[src/hdl/vesc_pkg.sv]
// Package for the voice effect sample chain: widths, register indexes, states.
// Depends on nothing.
`default_nettype none
package vesc_pkg;
   localparam int COEF_FRAC_BITS_DEF = 16;
   localparam int CoefW = 20;
   localparam int DelayW = 48;
   localparam logic [2:0] CSR_MODE = 3'd0;
   localparam logic [2:0] CSR_B0 = 3'd1;
   localparam logic [2:0] CSR_B1 = 3'd2;
   localparam logic [2:0] CSR_B2 = 3'd3;
   localparam logic [2:0] CSR_A1 = 3'd4;
   localparam logic [2:0] CSR_A2 = 3'd5;
   localparam logic [2:0] CSR_STEP = 3'd6;
   localparam logic [1:0] MODE_BYPASS = 2'd0;
   localparam logic [1:0] MODE_LOWPASS = 2'd1;
   localparam logic [1:0] MODE_HIGHPASS = 2'd2;
   localparam logic [1:0] MODE_RING = 2'd3;
   localparam logic [15:0] LEVEL_ALPHA = 16'd3277;

   typedef enum logic [3:0] {
      ST_IDLE, ST_DC, ST_GAIN, ST_LVL, ST_B0, ST_A1, ST_A2, ST_B1, ST_B2, ST_FIN, ST_OUT
   } state_type;

   typedef struct packed {
      logic signed [CoefW-1:0] coef;
      logic signed [DelayW-1:0] data;
   } mul_req_type;
endpackage
`default_nettype wire

[src/hdl/vesc_mul.sv]
// Shared registered signed multiplier, 20 x 48 bit operands, truncated product.
// Depends on vesc_pkg.
`default_nettype none
module vesc_mul (
   input  wire logic clock,
   input  wire vesc_pkg::mul_req_type mul_req,
   output logic signed [63:0] mul_prod_ff
);
   import vesc_pkg::*;
   logic signed [63:0] mul_prod_in;
   assign mul_prod_in = 64'(mul_req.coef) * 64'(mul_req.data);
   always_ff @(posedge clock) begin
      mul_prod_ff <= mul_prod_in;
   end
endmodule
`default_nettype wire

[src/hdl/voice_effect_sample_chain.sv]
// Top level of the voice effect sample chain: sequencer, state and config.
// Depends on vesc_pkg and vesc_mul.
//  channel | dir | beat
//  req_    | in  | adc_sample, adc_fresh
//  rsp_    | out | effect_sample, conditioned_sample, level
//  csr_    | in  | index, data
// Bypass and ring modes pass ST_DC, ST_GAIN and ST_LVL; the result is valid in ST_OUT.
// The biquad modes add six steps, ST_B0 through ST_FIN, between ST_LVL and ST_OUT.
// After the result beat the block returns to idle, where the next request beat is taken.
// Reset is synchronous, clears the sequencer and filter state, and loads default config.
// A stalled result holds the block; no new request beat is taken until it leaves.
`default_nettype none
module voice_effect_sample_chain
   import vesc_pkg::*;
#(
   parameter int COEF_FRAC_BITS = COEF_FRAC_BITS_DEF
) (
   input  wire logic clock,
   input  wire logic reset,
   input  wire logic req_valid,
   output logic req_ready,
   input  wire logic [15:0] req_adc_sample,
   input  wire logic req_adc_fresh,
   output logic rsp_valid,
   input  wire logic rsp_ready,
   output logic signed [15:0] rsp_effect_sample,
   output logic signed [15:0] rsp_conditioned_sample,
   output logic [15:0] rsp_level,
   input  wire logic csr_valid,
   output logic csr_ready,
   input  wire logic [2:0] csr_index,
   input  wire logic [31:0] csr_data
);
   import vesc_pkg::*;
   localparam logic signed [63:0] YLim = 64'sd1 <<< (15 + COEF_FRAC_BITS);
   localparam logic signed [63:0] DMax = (64'sd1 <<< 47) - 64'sd1;
   localparam logic signed [63:0] DMin = -(64'sd1 <<< 47);

   state_type state_ff, state_in;
   logic [1:0] mode_ff;
   logic signed [CoefW-1:0] b0_ff, b1_ff, b2_ff, a1_ff, a2_ff;
   logic [31:0] step_ff, phase_ff;
   logic [15:0] held_ff;
   logic signed [15:0] dcin_ff;
   logic signed [31:0] dcout_ff;
   logic signed [DelayW-1:0] z1_ff, z2_ff;
   logic [31:0] lvl_ff;
   logic signed [15:0] c_ff, e_ff;
   logic signed [63:0] yf_ff, yc_ff, acc1_ff, acc2_ff;
   mul_req_type mul_req;
   logic signed [63:0] prod;
   logic signed [63:0] dy, cy, z1n, z2n, ybq, lvld;
   logic signed [15:0] xs;
   logic signed [16:0] cneg;

   vesc_mul u_mul (.clock(clock), .mul_req(mul_req), .mul_prod_ff(prod));

   assign req_ready = (state_ff == ST_IDLE);
   assign csr_ready = (state_ff == ST_IDLE);
   assign rsp_valid = (state_ff == ST_OUT);
   assign rsp_effect_sample = e_ff;
   assign rsp_conditioned_sample = c_ff;
   assign rsp_level = lvl_ff[31:16];

   always_comb begin
      state_in = state_ff;
      case (state_ff)
         ST_IDLE: if (req_valid) state_in = ST_DC;
         ST_DC: state_in = ST_GAIN;
         ST_GAIN: state_in = ST_LVL;
         ST_LVL: state_in = (mode_ff == MODE_BYPASS || mode_ff == MODE_RING) ? ST_OUT : ST_B0;
         ST_B0: state_in = ST_A1;
         ST_A1: state_in = ST_A2;
         ST_A2: state_in = ST_B1;
         ST_B1: state_in = ST_B2;
         ST_B2: state_in = ST_FIN;
         ST_FIN: state_in = ST_OUT;
         ST_OUT: if (rsp_ready) state_in = ST_IDLE;
         default: state_in = ST_IDLE;
      endcase
   end

   always_comb begin
      mul_req.coef = '0;
      mul_req.data = '0;
      case (state_ff)
         ST_GAIN: begin
            mul_req.coef = CoefW'($signed({1'b0, LEVEL_ALPHA}));
            mul_req.data = DelayW'($signed({1'b0, (c_ff < 0) ? -17'(c_ff) : 17'(c_ff), 16'd0}))
               - DelayW'($signed({1'b0, lvl_ff}));
         end
         ST_LVL: begin
            mul_req.coef = b0_ff;
            mul_req.data = DelayW'(c_ff);
         end
         ST_B0: begin
            mul_req.coef = b1_ff;
            mul_req.data = DelayW'(c_ff);
         end
         ST_A1: begin
            mul_req.coef = a1_ff;
            mul_req.data = DelayW'(yc_ff);
         end
         ST_A2: begin
            mul_req.coef = a2_ff;
            mul_req.data = DelayW'(yc_ff);
         end
         ST_B1: begin
            mul_req.coef = b2_ff;
            mul_req.data = DelayW'(c_ff);
         end
         default: ;
      endcase
   end

   assign xs = $signed(held_ff ^ 16'h8000);
   assign dy = 64'(xs) - 64'(dcin_ff) + 64'(dcout_ff) - (64'(dcout_ff) >>> 8);
   assign cy = (dy > 64'sd8191) ? 64'sd32767 : (dy < -64'sd8192) ? -64'sd32768 : dy * 4;
   assign lvld = prod >>> 16;
   assign cneg = -17'(c_ff);
   assign ybq = (yf_ff >= 0) ? (yf_ff >>> COEF_FRAC_BITS) : -((-yf_ff) >>> COEF_FRAC_BITS);
   assign z1n = acc1_ff - (prod >>> COEF_FRAC_BITS);
   assign z2n = acc2_ff + prod;

   always_ff @(posedge clock) begin
      if (reset) begin
         state_ff <= ST_IDLE;
         mode_ff <= MODE_BYPASS;
         b0_ff <= CoefW'(64'sd1 <<< COEF_FRAC_BITS);
         b1_ff <= '0; b2_ff <= '0; a1_ff <= '0; a2_ff <= '0;
         step_ff <= 32'd16106127;
         held_ff <= 16'h8000;
         dcin_ff <= '0; dcout_ff <= '0;
         z1_ff <= '0; z2_ff <= '0;
         phase_ff <= '0; lvl_ff <= '0;
      end else begin
         state_ff <= state_in;
         if (csr_valid && csr_ready) begin
            case (csr_index)
               CSR_MODE: mode_ff <= csr_data[1:0];
               CSR_B0: b0_ff <= csr_data[CoefW-1:0];
               CSR_B1: b1_ff <= csr_data[CoefW-1:0];
               CSR_B2: b2_ff <= csr_data[CoefW-1:0];
               CSR_A1: a1_ff <= csr_data[CoefW-1:0];
               CSR_A2: a2_ff <= csr_data[CoefW-1:0];
               CSR_STEP: step_ff <= csr_data;
               default: ;
            endcase
            if (csr_index inside {[CSR_B0:CSR_A2]}) begin
               z1_ff <= '0;
               z2_ff <= '0;
            end
         end
         case (state_ff)
            ST_IDLE: if (req_valid && req_adc_fresh) held_ff <= req_adc_sample;
            ST_DC: begin
               dcin_ff <= xs;
               dcout_ff <= (dy > 64'sd2147483647) ? 32'sh7fffffff :
                  (dy < -64'sd2147483648) ? 32'sh80000000 : 32'(dy);
               c_ff <= 16'(cy);
            end
            ST_LVL: begin
               lvl_ff <= lvl_ff + 32'(lvld);
               if (mode_ff == MODE_BYPASS) e_ff <= c_ff;
               if (mode_ff == MODE_RING) begin
                  phase_ff <= phase_ff + step_ff;
                  if (((phase_ff + step_ff) & 32'h80000000) != 0) e_ff <= c_ff;
                  else e_ff <= (cneg == 17'sd32768) ? 16'sh7fff : 16'(cneg);
               end
            end
            ST_B0: begin
               yf_ff <= prod + 64'(z1_ff);
               yc_ff <= (prod + 64'(z1_ff) >= YLim) ? YLim - 64'sd1 :
                  (prod + 64'(z1_ff) < -YLim) ? -YLim : prod + 64'(z1_ff);
            end
            ST_A1: acc1_ff <= 64'(z2_ff) + prod;
            ST_A2: z1_ff <= (z1n > DMax) ? DelayW'(DMax) : (z1n < DMin) ? DelayW'(DMin)
               : DelayW'(z1n);
            ST_B1: acc2_ff <= -(prod >>> COEF_FRAC_BITS);
            ST_B2: z2_ff <= (z2n > DMax) ? DelayW'(DMax) : (z2n < DMin) ? DelayW'(DMin)
               : DelayW'(z2n);
            ST_FIN: e_ff <= (ybq > 64'sd32767) ? 16'sh7fff : (ybq < -64'sd32768) ? 16'sh8000
               : 16'(ybq);
            default: ;
         endcase
      end
   end
endmodule
`default_nettype wire

[config.mk]
export PLATFORM = sky130hd
export DESIGN_NAME = voice_effect_sample_chain
export DESIGN_NICKNAME = d
export VERILOG_FILES = /design/src/hdl/vesc_pkg.sv /design/src/hdl/vesc_mul.sv /design/src/hdl/voice_effect_sample_chain.sv
export SDC_FILE = /design/constraint.sdc
export NUM_CORES = 2
export LEC_CHECK = 0
export ABC_CLOCK_PERIOD_IN_PS = 15100
export BUFFER_PORTS_ARGS = -buffer_cell sky130_fd_sc_hd__buf_2
export CAP_MARGIN = 5
export CORE_MARGIN = 3
export CORE_UTILIZATION = 50
export CTS_CLUSTER_SIZE = 28
export DETAILED_ROUTE_END_ITERATION = 12
export GPL_ROUTABILITY_DRIVEN = 0
export PLACE_DENSITY = 0.62
export SYNTH_ARGS = -nofsm -noshare
export SYNTH_HDL_FRONTEND = slang
export SYNTH_SLANG_ARGS = --single-unit
export TNS_END_PERCENT = 30
[constraint.sdc]
create_clock -name clock -period 15.1 [get_ports clock]
set_input_delay 1.51 -clock clock [delete_from_list [all_inputs] [get_ports clock]]
set_output_delay 1.51 -clock clock [all_outputs]
set_load 0.01 [all_outputs]
==> out/results.txt <==
# Max-Cap Violations: 0
Mux share of post-synthesis cell area: 0.00140
Clk_lat worst skew: 740 ps
Routed WL per cell: 22.9 µm
Initial DRC count: 6611
Post-Synthesis Cells: 9525
Slowest-stage cell, CP: a21oi_1
Clock transition at path regs: 60 ps
Min Hold Slack: 453 ps
Die Wd: 407 µm
XOR/XNOR Fraction of Synth Area: 0.0526
Worst Path Buf+Inv: 5
Hold path cells: 2
Clock Sinks: 697
Reg2Reg Setup Slack: 2480 ps
Synth Area in Compound Gates: 0.158
Worst R2R Path Depth: 41
Final setup vio count: 0
Root Driver: clkbuf_16
Number of vias in the routed layout: 69500
RSZ-0062 raised after global routing: no
Sequential fraction of the synthesis area: 0.207
Worst slew margin: 0.171
Post-placement cell count: 11400
HP Class: reg -> reg
EDFF count, synth: 271
Pin count of the biggest net entering global routing: 117
Multi-input logic area: 0.0572 mm²
Final hold vios: 0
Crit path max fanout: 10
# fillers: 15100
Crit Path Class: reg -> reg
Synth cell types: 104
Synth top cells by count: nand2_1, inv_1, fa_1
Mapped Area: 0.0803 mm²
Post-layout util: 0.542
FF/Latch Area: 0.0167 mm²
1st-pass router iterations: 8
Worst r2r dst: u_mul.mul_prod_ff[63]
Die area: 0.165 mm²
Worst hold start: phase_ff[28]
Post-synth top area cell: fa_1
Reg2reg start: rsp_conditioned_sample[1]
Synth Area per Inst: 8.43 µm²
Ys flop type: dfxtp_1
Crit-path most repeated cell: fa_1
Dpl cell area: 0.0832 mm²
Final slew viol count: 0
Top-level port count: 108
Largest family of logic cells by synthesized area: adder cells
Syn-to-layout area delta: 7.15%
PwrDens: 120 mW/mm²
Worst Hold Path EP: phase_ff[28]
#FFs+latches synth: 697
Num rows: 146
Post-route setup TNS: 0 ps
Critical Path Start Type: register
First-pass GRT wire length: 407000 µm
TritonCTS Buffers: 83
Pleak: 38.5 nW
Synthesized Nets: 11100
Clock buffer depth: 3
I/O Buffers: 107
Initial antenna violation count: 12
H-tree depth: 3
Core area: 0.159 mm²
Final Power: 10.4 mW
Clock skew: 70.6 ps
Period utilization: 0.836
Final WS setup: 2480 ps
Vias in the first global route: 68000
CTS tree: done
Final Critical Period: 12620 ps
Die Ht: 407 µm
Share of cells above drive strength 1: 0.0545
Design Area, Final: 0.0861 mm²
CP required: 15720 ps
Total wire length: 265000 µm
Vias per Instance: 6.01
Area share of the largest cell type after synthesis: 0.239
Post-synth ARST share: 0
Post-CTS setup buffers: 0
Most frequent cell after synthesis: nand2_1
DRC: 0
Total gr overflow: 0
Initial core utilization: 0.505
CP peak stage delay: 760 ps
Worst VDD drop: 198 µV
CP delay by family, top: adder cells
DP HPWL: 206000 µm
Outcome: finished clean
Worst setup EP type: register
PostCTS Resize Cnt: 0
YS warnings: 0
Final Non-Filler Cells: 11600
Global Route Usage Sum: 0.322
Worst-Margin Slew: 1230 ps
Place WS: 2670 ps
CP Data Arrival Time: 13240 ps
Synth area leaders: fa_1, dfxtp_1, edfxtp_1
Fmax: 0.0792 GHz
Post-synthesis adder-cell area fraction: 0.321
Antenna Violating Nets Remaining: 0
Hold_buf cts: 0
Final #Nets: 11000
Simple-Gate Fraction of Synth Area: 0.177
-- worst max-delay path by stage --
| stage | start | end | cells past startpoint |
|---|---|---|---|
| 2_1_floorplan | reset | yc_ff[0] | 3 |
| 3_3_place_gp | rsp_conditioned_sample[1] | u_mul.mul_prod_ff[63] | 44 |
| 3_5_place_dp | rsp_conditioned_sample[1] | u_mul.mul_prod_ff[63] | 41 |
| 4_1_cts | rsp_conditioned_sample[1] | u_mul.mul_prod_ff[63] | 41 |
| 5_1_grt | rsp_conditioned_sample[1] | u_mul.mul_prod_ff[63] | 41 |
| 6_report | rsp_conditioned_sample[1] | u_mul.mul_prod_ff[63] | 41 |
-- per-layer routing --
metal  track usage  up-vias  wire, µm
li1              -    31600         -
met1         0.433    34300    109000
met2         0.490     3014    116000
met3        0.0831      588     27300
met4         0.139       12     13400
met5             0        -        74
-- cell usage in the layout (no fill, tap or decap), types with 60 or more instances in the layout --
cell type / instances
nand3_1: 150
a31oi_1: 69
xnor2_1: 340
fa_1: 957
and3_1: 89
a21o_1: 205
o21bai_1: 65
clkbuf_16: 89
o21ai_0: 233
edfxtp_1: 271
a221oi_1: 69
buf_2: 106
nor3_1: 151
nand2_1: 1348
nor2_1: 749
dfxtp_1: 426
o21a_1: 73
nor4_1: 60
inv_1: 1288
nand4_1: 114
xor2_1: 140
ha_1: 532
a211oi_1: 121
o211ai_1: 68
nand2b_1: 90
buf_4: 169
a21oi_1: 767
-- cell type report --
type                    instances  area share
diodes                          5    0.000145
clock buffers                 116      0.0281
multi-input cells            7084       0.665
inverters                    1289      0.0562
flip-flops and latches        697       0.194
well taps                    2072      0.0301
clock inverters                39     0.00554
repair buffers                276      0.0211
-- worst reg2reg max path: cells and delay by family (launching register included) --
kind            cells  cell delay (ps)
xor+xnor            2              250
simple gates       12             3500
compound gates     13             3620
fa+ha+maj           9             4300
flops               1              590
buf+inv             5              250
-- report_power, final --
group / switching, mW / total, mW / internal, mW
logic: 3.97 / 5.92 / 1.95
registers: 0.133 / 2.32 / 2.19
clock network: 0.912 / 2.12 / 1.21
-- kinds of logic after synthesis --
group	after synthesis
fa+ha+maj	1489
mux	11
buf+inv	1744
xor+xnor	482
simple gates	3114
compound gates	1988
flops	697
-- flip-flops by register name, summed over array words and instances, names as in the netlist --
register and count:
state_ff 4, step_ff 32, b2_ff 20, dcout_ff 32, z2_ff 48, a1_ff 20, a2_ff 20, z1_ff 48
u_mul.mul_prod_ff 64, rsp_effect_sample 16, rsp_conditioned_sample 15, acc1_ff 64, held_ff 16, acc2_ff 64, dcin_ff 16, yf_ff 64
yc_ff 48, b1_ff 20, b0_ff 20, phase_ff 32, mode_ff 2, lvl_ff 32
Note: power is estimated with default switching activity, not from simulation.
